## src/hdl/plcw_pkg.sv

```systemverilog
`timescale 1ns / 1ps
`default_nettype none
// ----------------------------------------------------------------------------
// plcw_pkg
// Shared types and constants of the capability list walker.
// ----------------------------------------------------------------------------
package plcw_pkg;

    typedef enum logic [1:0] {
        CMD_FIND_STD  = 2'd0,
        CMD_FIND_NEXT = 2'd1,
        CMD_FIND_EXT  = 2'd2,
        CMD_DATA      = 2'd3
    } cmd_kind_t;

    typedef enum logic [2:0] {
        PH_IDLE      = 3'd0,
        PH_STATUS    = 3'd1,
        PH_PTR       = 3'd2,
        PH_ID        = 3'd3,
        PH_EXT_FIRST = 3'd4,
        PH_EXT_HDR   = 3'd5
    } phase_t;

    localparam logic [1:0] SZ_BYTE  = 2'd0;
    localparam logic [1:0] SZ_WORD  = 2'd1;
    localparam logic [1:0] SZ_DWORD = 2'd2;

    localparam logic KIND_READ = 1'b0;
    localparam logic KIND_DONE = 1'b1;

    localparam logic REG_STD_TTL = 1'b0;
    localparam logic REG_EXT_TTL = 1'b1;

    localparam logic [6:0]  STD_TTL_RESET = 7'd48;
    localparam logic [8:0]  EXT_TTL_RESET = 9'd480;
    localparam logic [11:0] STATUS_ADDR   = 12'h006;
    localparam logic [11:0] CAP_PTR_ADDR  = 12'h034;
    localparam logic [11:0] EXT_BASE      = 12'h100;
    localparam logic [7:0]  STD_MIN_PTR   = 8'h40;
    localparam logic [7:0]  ID_END        = 8'hff;
    localparam logic [11:0] POS_MASK      = 12'hffc;

    typedef struct packed {
        cmd_kind_t   kind;
        logic [31:0] device;
        logic [15:0] cap_id;
        logic [11:0] start_pos;
        logic [11:0] ext_start;
        logic [31:0] read_data;
        logic        hdr_invalid;
    } cmd_t;

endpackage
`default_nettype wire

```

## src/hdl/pci_capability_list_walker.sv

```systemverilog
`timescale 1ns / 1ps
`default_nettype none
// ----------------------------------------------------------------------------
// pci_capability_list_walker
// Walks the standard and extended capability lists of a PCI function.
//
// Input channel (s_): start commands (op 0..2) and returned read data (op 3).
// Output channel (m_): tuser 0 is a configuration read request for the host
// to perform and return as a later data transfer; tuser 1 ends the search.
// Every input transfer yields at most one output transfer; data with no
// search running yields none, and a new start drops a running search.
// A result passes from its input transfer through the decode register, then
// the queue, then the walk engine's output register. The walk engine takes
// one transfer per cycle while its output is not stalled; a two-entry queue
// between decode and walk engine absorbs output stalls, and the input stops
// accepting once it and the decode register are full.
// Reset clears the queue and output, idles the walk and loads hop budgets
// 48 and 480. Budgets are written over cfg_we/cfg_index/cfg_wdata.
// ----------------------------------------------------------------------------
module pci_capability_list_walker (
    input  wire logic        aclk,
    input  wire logic        aresetn,
    input  wire logic        cfg_we,
    input  wire logic        cfg_index,
    input  wire logic [8:0]  cfg_wdata,
    input  wire logic        s_tvalid,
    output logic             s_tready,
    input  wire logic [95:0] s_tdata,  // device, cap_id, start_pos, read_data, pad
    input  wire logic [1:0]  s_tuser,  // op
    output logic             m_tvalid,
    input  wire logic        m_tready,
    output logic [71:0]      m_tdata,  // read_device, read_addr, read_size, found,
                                       // found_pos, ttl_left, pad
    output logic             m_tuser   // kind
);

    logic           f_valid;
    logic           f_ready;
    plcw_pkg::cmd_t f_cmd;
    logic           q_valid;
    logic           q_ready;
    plcw_pkg::cmd_t q_cmd;

    plcw_front u_front (
        .aclk      (aclk),
        .aresetn   (aresetn),
        .s_tvalid  (s_tvalid),
        .s_tready  (s_tready),
        .s_tdata   (s_tdata),
        .s_tuser   (s_tuser),
        .cmd_valid (f_valid),
        .cmd       (f_cmd),
        .cmd_ready (f_ready)
    );

    plcw_fifo u_fifo (
        .aclk       (aclk),
        .aresetn    (aresetn),
        .push_valid (f_valid),
        .push_ready (f_ready),
        .push_data  (f_cmd),
        .pop_valid  (q_valid),
        .pop_ready  (q_ready),
        .pop_data   (q_cmd)
    );

    plcw_back u_back (
        .aclk      (aclk),
        .aresetn   (aresetn),
        .cfg_we    (cfg_we),
        .cfg_index (cfg_index),
        .cfg_wdata (cfg_wdata),
        .cmd_valid (q_valid),
        .cmd_ready (q_ready),
        .cmd       (q_cmd),
        .m_tvalid  (m_tvalid),
        .m_tready  (m_tready),
        .m_tdata   (m_tdata),
        .m_tuser   (m_tuser)
    );

endmodule
`default_nettype wire

```

## src/hdl/plcw_front.sv

```systemverilog
`timescale 1ns / 1ps
`default_nettype none
// ----------------------------------------------------------------------------
// plcw_front
// Input stage: takes item transfers, decodes the operation and precomputes
// the extended start offset and the header-invalid flag.
// ----------------------------------------------------------------------------
module plcw_front (
    input  wire logic          aclk,
    input  wire logic          aresetn,
    input  wire logic          s_tvalid,
    output logic               s_tready,
    input  wire logic [95:0]   s_tdata,   // device, cap_id, start_pos, read_data, pad
    input  wire logic [1:0]    s_tuser,   // op
    output logic               cmd_valid,
    output plcw_pkg::cmd_t     cmd,
    input  wire logic          cmd_ready
);

    logic           valid_reg;
    plcw_pkg::cmd_t cmd_reg;
    plcw_pkg::cmd_t cmd_next;

    assign s_tready  = !valid_reg || cmd_ready;
    assign cmd_valid = valid_reg;
    assign cmd       = cmd_reg;

    always_comb begin
        cmd_next.kind        = plcw_pkg::cmd_kind_t'(s_tuser);
        cmd_next.device      = s_tdata[31:0];
        cmd_next.cap_id      = s_tdata[47:32];
        cmd_next.start_pos   = s_tdata[59:48];
        cmd_next.read_data   = s_tdata[91:60];
        cmd_next.ext_start   = (s_tdata[59:48] < plcw_pkg::EXT_BASE) ?
                               plcw_pkg::EXT_BASE : s_tdata[59:48];
        cmd_next.hdr_invalid = (s_tdata[91:60] == 32'h0000_0000) ||
                               (s_tdata[91:60] == 32'hffff_ffff);
    end

    always_ff @(posedge aclk) begin
        if (!aresetn) begin
            valid_reg <= 1'b0;
        end else if (s_tready) begin
            valid_reg <= s_tvalid;
        end
    end

    always_ff @(posedge aclk) begin
        if (s_tvalid && s_tready) begin
            cmd_reg <= cmd_next;
        end
    end

endmodule
`default_nettype wire

```

## src/hdl/plcw_fifo.sv

```systemverilog
`timescale 1ns / 1ps
`default_nettype none
// ----------------------------------------------------------------------------
// plcw_fifo
// Two-entry command queue between the decode stage and the walk engine.
// ----------------------------------------------------------------------------
module plcw_fifo (
    input  wire logic          aclk,
    input  wire logic          aresetn,
    input  wire logic          push_valid,
    output logic               push_ready,
    input  wire plcw_pkg::cmd_t push_data,
    output logic               pop_valid,
    input  wire logic          pop_ready,
    output plcw_pkg::cmd_t     pop_data
);

    plcw_pkg::cmd_t mem [2];
    logic           wr_ptr_reg;
    logic           rd_ptr_reg;
    logic [1:0]     count_reg;
    logic           do_push;
    logic           do_pop;

    assign push_ready = (count_reg != 2'd2);
    assign pop_valid  = (count_reg != 2'd0);
    assign pop_data   = mem[rd_ptr_reg];
    assign do_push    = push_valid && push_ready;
    assign do_pop     = pop_valid && pop_ready;

    always_ff @(posedge aclk) begin
        if (do_push) begin
            mem[wr_ptr_reg] <= push_data;
        end
    end

    always_ff @(posedge aclk) begin
        if (!aresetn) begin
            wr_ptr_reg <= 1'b0;
            rd_ptr_reg <= 1'b0;
            count_reg  <= 2'd0;
        end else begin
            if (do_push) begin
                wr_ptr_reg <= !wr_ptr_reg;
            end
            if (do_pop) begin
                rd_ptr_reg <= !rd_ptr_reg;
            end
            if (do_push && !do_pop) begin
                count_reg <= count_reg + 2'd1;
            end else if (do_pop && !do_push) begin
                count_reg <= count_reg - 2'd1;
            end
        end
    end

endmodule
`default_nettype wire

```

## src/hdl/plcw_back.sv

```systemverilog
`timescale 1ns / 1ps
`default_nettype none
// ----------------------------------------------------------------------------
// plcw_back
// Walk engine: holds the search state and hop budgets, turns each command
// into a read request or a done result, and registers it on the output.
// ----------------------------------------------------------------------------
module plcw_back (
    input  wire logic          aclk,
    input  wire logic          aresetn,
    input  wire logic          cfg_we,
    input  wire logic          cfg_index,
    input  wire logic [8:0]    cfg_wdata,
    input  wire logic          cmd_valid,
    output logic               cmd_ready,
    input  wire plcw_pkg::cmd_t cmd,
    output logic               m_tvalid,
    input  wire logic          m_tready,
    output logic [71:0]        m_tdata,
    output logic               m_tuser
);

    logic [6:0]       std_ttl_reg;
    logic [8:0]       ext_ttl_reg;
    plcw_pkg::phase_t phase_reg, phase_next;
    logic [11:0]      cur_pos_reg, cur_pos_next;
    logic [8:0]       hops_reg, hops_next;
    logic [31:0]      device_reg, device_next;
    logic [15:0]      cap_reg, cap_next;
    logic [11:0]      origin_reg, origin_next;

    logic             m_valid_reg;
    logic             kind_reg;
    logic [67:0]      payload_reg;

    logic             fire;
    logic             emit_rd;
    logic             emit_done;
    logic [11:0]      rd_addr;
    logic [1:0]       rd_size;
    logic             hit;
    logic [11:0]      hit_pos;
    logic             std_hop;
    logic [11:0]      hop_pos;
    logic [8:0]       hop_budget;
    logic             ext_visit;
    logic [11:0]      ext_next;
    logic [8:0]       ext_left;
    logic [67:0]      payload_next;

    assign fire      = cmd_valid && (!m_valid_reg || m_tready);
    assign cmd_ready = !m_valid_reg || m_tready;
    assign m_tvalid  = m_valid_reg;
    assign m_tuser   = kind_reg;
    assign m_tdata   = {4'd0, payload_reg};

    always_comb begin
        phase_next   = phase_reg;
        cur_pos_next = cur_pos_reg;
        hops_next    = hops_reg;
        device_next  = device_reg;
        cap_next     = cap_reg;
        origin_next  = origin_reg;
        emit_rd      = 1'b0;
        emit_done    = 1'b0;
        rd_addr      = 12'd0;
        rd_size      = plcw_pkg::SZ_BYTE;
        hit          = 1'b0;
        hit_pos      = 12'd0;
        std_hop      = 1'b0;
        hop_pos      = 12'd0;
        hop_budget   = 9'd0;
        ext_visit    = 1'b0;
        ext_next     = {cmd.read_data[31:22], 2'b00};
        ext_left     = 9'd0;

        if (fire) begin
            unique case (cmd.kind)
                plcw_pkg::CMD_FIND_STD: begin
                    device_next  = cmd.device;
                    cap_next     = cmd.cap_id;
                    origin_next  = cmd.start_pos;
                    hops_next    = {2'b00, std_ttl_reg};
                    cur_pos_next = plcw_pkg::CAP_PTR_ADDR;
                    phase_next   = plcw_pkg::PH_STATUS;
                    emit_rd      = 1'b1;
                    rd_addr      = plcw_pkg::STATUS_ADDR;
                    rd_size      = plcw_pkg::SZ_WORD;
                end
                plcw_pkg::CMD_FIND_NEXT: begin
                    device_next = cmd.device;
                    cap_next    = cmd.cap_id;
                    origin_next = cmd.start_pos;
                    std_hop     = 1'b1;
                    hop_pos     = cmd.start_pos;
                    hop_budget  = {2'b00, std_ttl_reg};
                end
                plcw_pkg::CMD_FIND_EXT: begin
                    device_next  = cmd.device;
                    cap_next     = cmd.cap_id;
                    origin_next  = cmd.start_pos;
                    hops_next    = ext_ttl_reg;
                    cur_pos_next = cmd.ext_start;
                    phase_next   = plcw_pkg::PH_EXT_FIRST;
                    emit_rd      = 1'b1;
                    rd_addr      = cmd.ext_start;
                    rd_size      = plcw_pkg::SZ_DWORD;
                end
                plcw_pkg::CMD_DATA: begin
                    unique case (phase_reg)
                        plcw_pkg::PH_STATUS: begin
                            if (!cmd.read_data[4]) begin
                                emit_done = 1'b1;
                            end else begin
                                std_hop    = 1'b1;
                                hop_pos    = plcw_pkg::CAP_PTR_ADDR;
                                hop_budget = hops_reg;
                            end
                        end
                        plcw_pkg::PH_PTR: begin
                            if (cmd.read_data[7:0] < plcw_pkg::STD_MIN_PTR) begin
                                emit_done = 1'b1;
                            end else begin
                                cur_pos_next = {4'd0, cmd.read_data[7:2], 2'b00};
                                phase_next   = plcw_pkg::PH_ID;
                                emit_rd      = 1'b1;
                                rd_addr      = {4'd0, cmd.read_data[7:2], 2'b00};
                                rd_size      = plcw_pkg::SZ_BYTE;
                            end
                        end
                        plcw_pkg::PH_ID: begin
                            if (cmd.read_data[7:0] == plcw_pkg::ID_END) begin
                                emit_done = 1'b1;
                            end else if ({8'd0, cmd.read_data[7:0]} == cap_reg) begin
                                emit_done = 1'b1;
                                hit       = 1'b1;
                                hit_pos   = cur_pos_reg;
                            end else begin
                                std_hop    = 1'b1;
                                hop_pos    = cur_pos_reg + 12'd1;
                                hop_budget = hops_reg;
                            end
                        end
                        plcw_pkg::PH_EXT_FIRST: begin
                            if (cmd.hdr_invalid) begin
                                emit_done = 1'b1;
                            end else begin
                                ext_visit = 1'b1;
                            end
                        end
                        plcw_pkg::PH_EXT_HDR: begin
                            ext_visit = 1'b1;
                        end
                        default: begin
                        end
                    endcase
                end
                default: begin
                end
            endcase
        end

        if (std_hop) begin
            cur_pos_next = hop_pos;
            if (hop_budget == 9'd0) begin
                hops_next = 9'd0;
                emit_done = 1'b1;
            end else begin
                hops_next  = hop_budget - 9'd1;
                phase_next = plcw_pkg::PH_PTR;
                emit_rd    = 1'b1;
                rd_addr    = hop_pos;
                rd_size    = plcw_pkg::SZ_BYTE;
            end
        end

        if (ext_visit) begin
            if (hops_reg == 9'd0) begin
                emit_done = 1'b1;
            end else begin
                ext_left  = hops_reg - 9'd1;
                hops_next = ext_left;
                if ((cmd.read_data[15:0] == cap_reg) && (cur_pos_reg != origin_reg)) begin
                    emit_done = 1'b1;
                    hit       = 1'b1;
                    hit_pos   = cur_pos_reg;
                end else if (ext_next < plcw_pkg::EXT_BASE) begin
                    emit_done = 1'b1;
                end else begin
                    cur_pos_next = ext_next;
                    phase_next   = plcw_pkg::PH_EXT_HDR;
                    emit_rd      = 1'b1;
                    rd_addr      = ext_next;
                    rd_size      = plcw_pkg::SZ_DWORD;
                end
            end
        end

        if (emit_done) begin
            phase_next = plcw_pkg::PH_IDLE;
        end

        if (emit_done) begin
            payload_next = {hops_next, hit_pos & plcw_pkg::POS_MASK, hit,
                            2'b00, 12'd0, 32'd0};
        end else begin
            payload_next = {9'd0, 12'd0, 1'b0, rd_size, rd_addr, device_next};
        end
    end

    always_ff @(posedge aclk) begin
        if (!aresetn) begin
            phase_reg   <= plcw_pkg::PH_IDLE;
            std_ttl_reg <= plcw_pkg::STD_TTL_RESET;
            ext_ttl_reg <= plcw_pkg::EXT_TTL_RESET;
            m_valid_reg <= 1'b0;
        end else begin
            phase_reg <= phase_next;
            if (cfg_we) begin
                unique case (cfg_index)
                    plcw_pkg::REG_STD_TTL: std_ttl_reg <= cfg_wdata[6:0];
                    plcw_pkg::REG_EXT_TTL: ext_ttl_reg <= cfg_wdata;
                    default: begin
                    end
                endcase
            end
            if (fire) begin
                m_valid_reg <= emit_rd || emit_done;
            end else if (m_tready) begin
                m_valid_reg <= 1'b0;
            end
        end
    end

    always_ff @(posedge aclk) begin
        cur_pos_reg <= cur_pos_next;
        hops_reg    <= hops_next;
        device_reg  <= device_next;
        cap_reg     <= cap_next;
        origin_reg  <= origin_next;
        if (fire) begin
            kind_reg    <= emit_done ? plcw_pkg::KIND_DONE : plcw_pkg::KIND_READ;
            payload_reg <= payload_next;
        end
    end

    // data arriving with no search running produces nothing
    a_idle_data_silent: assert property (@(posedge aclk) disable iff (!aresetn)
        (fire && cmd.kind == plcw_pkg::CMD_DATA && phase_reg == plcw_pkg::PH_IDLE)
        |=> !m_tvalid)
        else $error("result produced for data while idle");

    a_done_goes_idle: assert property (@(posedge aclk) disable iff (!aresetn)
        (fire && emit_done) |=> (phase_reg == plcw_pkg::PH_IDLE))
        else $error("walk still running after done result");

    a_miss_pos_zero: assert property (@(posedge aclk) disable iff (!aresetn)
        (m_tvalid && m_tuser == plcw_pkg::KIND_DONE && !m_tdata[46])
        |-> (m_tdata[58:47] == 12'd0))
        else $error("nonzero position on a miss");

    a_never_both: assert property (@(posedge aclk) disable iff (!aresetn)
        fire |-> !(emit_rd && emit_done))
        else $error("read request and done in one step");

endmodule
`default_nettype wire
```

## config.mk

```make
export PLATFORM = sky130hd
export DESIGN_NAME = pci_capability_list_walker
export DESIGN_NICKNAME = d
export VERILOG_FILES = /design/src/hdl/plcw_pkg.sv /design/src/hdl/pci_capability_list_walker.sv /design/src/hdl/plcw_front.sv /design/src/hdl/plcw_fifo.sv /design/src/hdl/plcw_back.sv
export SDC_FILE = /design/constraint.sdc
export NUM_CORES = 1
export LEC_CHECK = 0
export BUFFER_PORTS_ARGS = -buffer_cell sky130_fd_sc_hd__buf_2
export CORE_ASPECT_RATIO = 0.8
export CORE_MARGIN = 2
export CORE_UTILIZATION = 34
export DETAILED_ROUTE_END_ITERATION = 10
export GPL_TIMING_DRIVEN = 0
export HOLD_SLACK_MARGIN = 0.05
export PLACE_DENSITY = 0.6
export SYNTH_ARGS = -nofsm -noshare
export SYNTH_HDL_FRONTEND = slang
export SYNTH_SLANG_ARGS = --single-unit
```

## constraint.sdc

```tcl
create_clock -name aclk -period 7.8 [get_ports aclk]
set_input_delay 1.17 -clock aclk [delete_from_list [all_inputs] [get_ports aclk]]
set_output_delay 1.17 -clock aclk [all_outputs]
set_load 0.02 [all_outputs]
```

## After elaboration in Yosys (flattened, before gate mapping)

Memory sizes are Yosys's and may differ from the RTL's. A register that Yosys moved wholly into a read port is not among the register bits.
Index checks and enable logic that the tools add are counted.

| word-level totals | value |
|---|---|
| register bits after elaboration | 282 |
| memory bits (writable) | 214 |
| input port bits | 113 |
| output and inout port bits | 75 |
| word-level logic and storage cells | 189 |
| memories kept | 1 |

Memories:

| memory | depth | width | rd ports | clocked after memory_dff | wr ports | line | source |
|---|---|---|---|---|---|---|---|
| u_fifo.mem | 2 | 107 | 1 | 1 | 1 | plcw_fifo.sv:18 | `plcw_pkg::cmd_t mem [2];` |

| cells by class | value |
|---|---|
| add/sub/neg operators | 5 |
| order comparisons | 3 |
| eq/ne operators | 14 |
| multiplexer cells | 111 |
| bitwise gates (word level) | 2 |
| reduce and logical (&&, ||, !) cells | 29 |

Operators with widths:

| cell | count |
|---|---|
| 12-bit two-way mux | 25 |
| 9-bit two-way mux | 9 |
| 12-bit case mux with 3 select lines | 2 |
| 32-bit two-way mux | 2 |
| 9-bit case mux with 2 select lines | 3 |
| 12-bit case mux with 2 select lines | 2 |
| 1-bit two-way mux | 42 |
| 32-bit equality test, second input constant | 1 |
| 32-bit logical NOT | 1 |
| 3-bit two-way mux | 9 |
| 12-bit by 9-bit less-than comparator with 1-bit output, second input constant | 2 |
| 9-bit logical NOT | 2 |
| 9-bit by 1-bit subtractor with 9-bit output, second input constant | 2 |
| 16-bit equality test | 1 |
| 8-bit by 16-bit equality test with 1-bit output | 1 |
| 2-bit two-way mux | 8 |
| 12-bit by 1-bit adder with 12-bit output, second input constant | 1 |
| 12-bit != test | 1 |
| 3-bit case mux with 3 select lines | 1 |
| 8-bit equality test, second input constant | 1 |
| 8-bit by 7-bit less-than comparator with 1-bit output, second input constant | 1 |
| 8-bit two-way mux | 1 |
| 1-bit case mux with 2 select lines | 4 |
| 3-bit by 2-bit equality test with 1-bit output, second input constant | 2 |
| 19 further kinds | 40 |

## Depth between registers and ports, before layout

| depth | value |
|---|---|
| depth after elaboration | 15 |
| gate-level depth with buffers | 18 |
| gate-level depth less buffers | 13 |

## Hierarchy

A second synthesis with hierarchy kept.

| second synthesis, totals | value |
|---|---|
| cells, all modules | 1,222 |
| area, all modules | 19,558.8 µm² |

Modules (own cells, without submodules):

| module | instances | cells an instance | area an instance (µm²) | sequential area each (µm²) |
|---|---|---|---|---|
| plcw_fifo | 1 | 357 | 8,077.7 | 6,526.3 |
| plcw_back | 1 | 719 | 7,995.2 | 4,314.1 |
| plcw_front | 1 | 146 | 3,485.8 | 3,233.1 |

## Worst setup path before layout

OpenSTA, ideal clock, no wires.

| timing path | value |
|---|---|
| kind | register -> register |
| start point | register u_fifo.count_reg[0] |
| end point | memory u_fifo.mem[0][0] (netlist bit) (enable) |
| library setup time | 0.563 ns |
| arrival time | 4.958 ns |
| setup slack | 2.279 ns |
| stages on the path, launching flop included | 5 |
| period minus slack after synthesis | 5.521 ns |
| path through | dfxtp_1 > clkbuf_1 > nand2b_1 > nand2_1 > nor2_1 |

| on the way | value |
|---|---|
| longest elaborated chain between the ends | 4 |

RTL lines:

| element | line | source |
|---|---|---|
| from (decl) | plcw_fifo.sv:21 | `logic [1:0] count_reg;` |
| from (signal assigned) | plcw_fifo.sv:50 | `count_reg <= count_reg + 2'd1;` |
| from (signal assigned) | plcw_fifo.sv:52 | `count_reg <= count_reg - 2'd1;` |
| 2-bit != test | plcw_fifo.sv:25 | `assign push_ready = (count_reg != 2'd2);` |
| 1-bit logical AND | plcw_fifo.sv:28 | `assign do_push = push_valid && push_ready;` |
| 1-bit two-way mux | plcw_fifo.sv:32 | `if (do_push) begin` |
| 1-bit two-way mux (not written as such) | plcw_fifo.sv:33 | `mem[wr_ptr_reg] <= push_data;` |
| to (decl) | plcw_fifo.sv:18 |  |

Every way passes these cells.

==> flow_summary.json <==
{
  "drive_above_1_share_pct": 22.3,
  "whs_endpoint": "u_fifo.mem[1][35]",
  "setup_slack_ns": 3.05,
  "cts_tree": "done",
  "grt_pass1_wl_um": 70600,
  "hold_depth": 0,
  "tns_ns": 0,
  "cp_slowest_cell": "mux2i_1",
  "rrSetupSlack_ns": 3.05,
  "internal_power_mw": 5.53,
  "max_freq_ghz": 0.211,
  "numCtsBuffers": 48,
  "crit_top_cell": "buf_6",
  "cap_violations": 0,
  "dp.cells": 2227,
  "detail_route.wirelength_um": 47800,
  "synth.area.top_cells": "edfxtp_1, dfxtp_1, mux2i_1, nand2_1, nor2_1",
  "htreeDepth": 2,
  "cp_num_buf_inv": 5,
  "synth_edf_count": 398,
  "synth_warnings": 0,
  "area_delta_synth_final_pct": 19.0,
  "stdcell_count": 2321,
  "drtAntennaViolNets": 0,
  "vias": 11531,
  "yosys.area.top_type": "edfxtp_1",
  "io_pins": 188,
  "cp.arrival_ns": 5.09,
  "dr.pass1.iters": 5,
  "rsz0062_at_grt": "no",
  "run_status": "finished clean",
  "route.met3.wl_um": 3470,
  "worst_pin_slew_ns": 0.925,
  "cts-root-buf": "clkbuf_16",
  "final_cell_mix": "edfxtp_1, buf_2, nand2_1, nor2_1, dfxtp_1",
  "clock_sinks": 477,
  "antenna_found_initial": 12,
  "finish.utilization_pct": 40.7,
  "skew_ns": 0.0299,
  "critPathLaunchType": "flop",
  "route.met2.wl_um": 21200,
  "drt-met1-wl_um": 21700,
  "clockPowerShare_pct": 27.0,
  "fin_crit_sh_pct": 60.9,
  "ys_seq_area_share_pct": 71.9,
  "gp_congestion": 0.887,
  "avgSynthCellArea_um2": 14.6,
  "synth_top_cell_area_share_pct": 63.5,
  "crit_chain": "buf_6, buf_6, mux2i_1, xnor2_1, nor4_4, nand3_1, buf_6, nand2_1, o21ai_0, nand2_1, ha_1, clkbuf_1, o21ai_0, a31oi_4, o211ai_2, buf_2, and3_1",
  "largest_reg_flops": 202,
  "clock_latency_ns": 0.60,
  "ys_types": 82,
  "max_stage_delay_ns": 0.52,
  "pre_cts_ws_ns": 2.92,
  "fp.dieW_um": 267,
  "switching_share_pct": 33.2,
  "worstSetupEndpointType": "flop",
  "die_area_um2": 57300,
  "syn-cell-area_um2": 18800,
  "synth-async-reset-ratio_pct": 0,
  "fillers": 5074,
  "finalSetupViolCount": 0,
  "critPathMaxFanout": 10,
  "grt_usage_pct": 16.6,
  "maxSlewViolCount": 0,
  "power_density_nw_per_um2": 370,
  "hold_buffers": 0,
  "drc": 0,
  "crit_type": "reg2reg",
  "post_cts_buffers": 0,
  "final_common_cell": "edfxtp_1",
  "vias_per_cell": 4.97,
  "dieHeight_um": 214,
  "place_hpwl_um": 33800,
  "cts_buffer_depth": 3,
  "gr-total-overflow": 0,
  "ir_worst_vdd_v": 0.000211,
  "crit_required_ns": 8.14,
  "start_util_pct": 34.2,
  "rr_worst_depth": 17,
  "hp-start": "u_front.cmd[35]",
  "report.final.hold_viol_count": 0,
  "ys_ff_latch": 477,
  "rr_endpoint": "u_back.payload_reg[24]",
  "core_area_um2": 55000,
  "rows": 77,
  "synthCells": 1287,
  "clk_pin_slew_ns": 0.06,
  "hp-class": "reg2reg",
  "highest_layer": "met5",
  "synth-main-ff-cell": "edfxtp_1",
  "wl_per_cell_um": 20.6,
  "io_buffers": 177,
  "fin_nets": 1644,
  "combPwrFrac_pct": 29.2,
  "drtIter0Drc": 1065,
  "holdWs_ns": 0.439,
  "cp_top_family": "buffers and inverters",
  "layout_min_cycle_time_ns": 4.75,
  "slew_headroom_pct": 37.9,
  "seq_power_share_pct": 43.8,
  "grt_max_degree": 59,
  "p_leak_nw": 7.75,
  "grt_pass1_vias": 11304,
  "cts-resized-gates": 0,
  "p_sw_mw": 2.76
}
power by group through the flow:
stage	logic (mW)	registers (mW)	clock network, mW
2_1_floorplan	1.41	3.86	0
3_3_place_gp	2.35	3.73	0
3_5_place_dp	2.42	3.69	0
4_1_cts	2.44	3.64	2.30
5_1_grt	2.62	3.68	2.39
6_report	2.42	3.63	2.24
per-layer routing:
layer	vias to the layer above	global-route usage, %
li1	5375	-
met1	5630	23.4
met2	415	24.8
met3	103	4.01
met4	8	5.84
met5	-	0
synth_stat cells (21+ instances only):
cell,number
a21oi_1,51
o21ai_0,27
dfxtp_1,79
clkbuf_1,35
and2_1,23
edfxtp_1,398
nand3_1,23
mux2_2,29
mux2i_1,71
nor4_1,21
nand2_1,101
xnor2_1,25
nor2_1,90
and3_1,37
stage by stage:
| step | power [mW] | instance area [µm²] |
|---|---|---|
| detailed placement | 6.11 | 20800 |
| global route | 8.70 | 22400 |
| floorplan | 5.27 | 18800 |
| global placement | 6.08 | 20700 |
| CTS | 8.37 | 22400 |
| finish | 8.29 | 22400 |
worst max-delay path by stage:
stage,slack [ns],to,depth (start not counted),from
floorplan,2.28,u_fifo.mem[0][0],4,u_fifo.count_reg[0]
finish,3.05,u_back.payload_reg[24],17,flop
global route,2.68,u_back.payload_reg[60],17,flop
CTS,2.97,u_back.payload_reg[60],17,flop
global placement,-0.71,u_fifo.mem[0][94],4,u_fifo.count_reg[0]
detailed placement,2.92,u_back.payload_reg[60],13,m_tready
logic make-up after synthesis:
| kind of cell | synth area share [%] |
|---|---|
| other | 0.0199 |
| adders and majority gates | 0.266 |
| and+or+nand+nor | 9.92 |
| xor gates and xnor gates | 2.09 |
| buffers and inverters | 2.03 |
| AOI/OAI and AO/OA | 8.05 |
| DFF | 71.9 |
| muxes | 5.71 |
layout make-up:
type                       count  area (µm²)  area share [%]
antenna                        7        17.5          0.0782
buffer                        68         338            1.51
clock buffer                  59        1260            5.64
clock inverter                28         259            1.16
inverter                      12        47.5           0.212
multi-input combinational    735        4940            22.1
sequential                   477       13500            60.5
tap                          750         938            4.19
timing repair buffer         185        1050            4.68
Note: power is estimated with default switching activity, not from simulation.
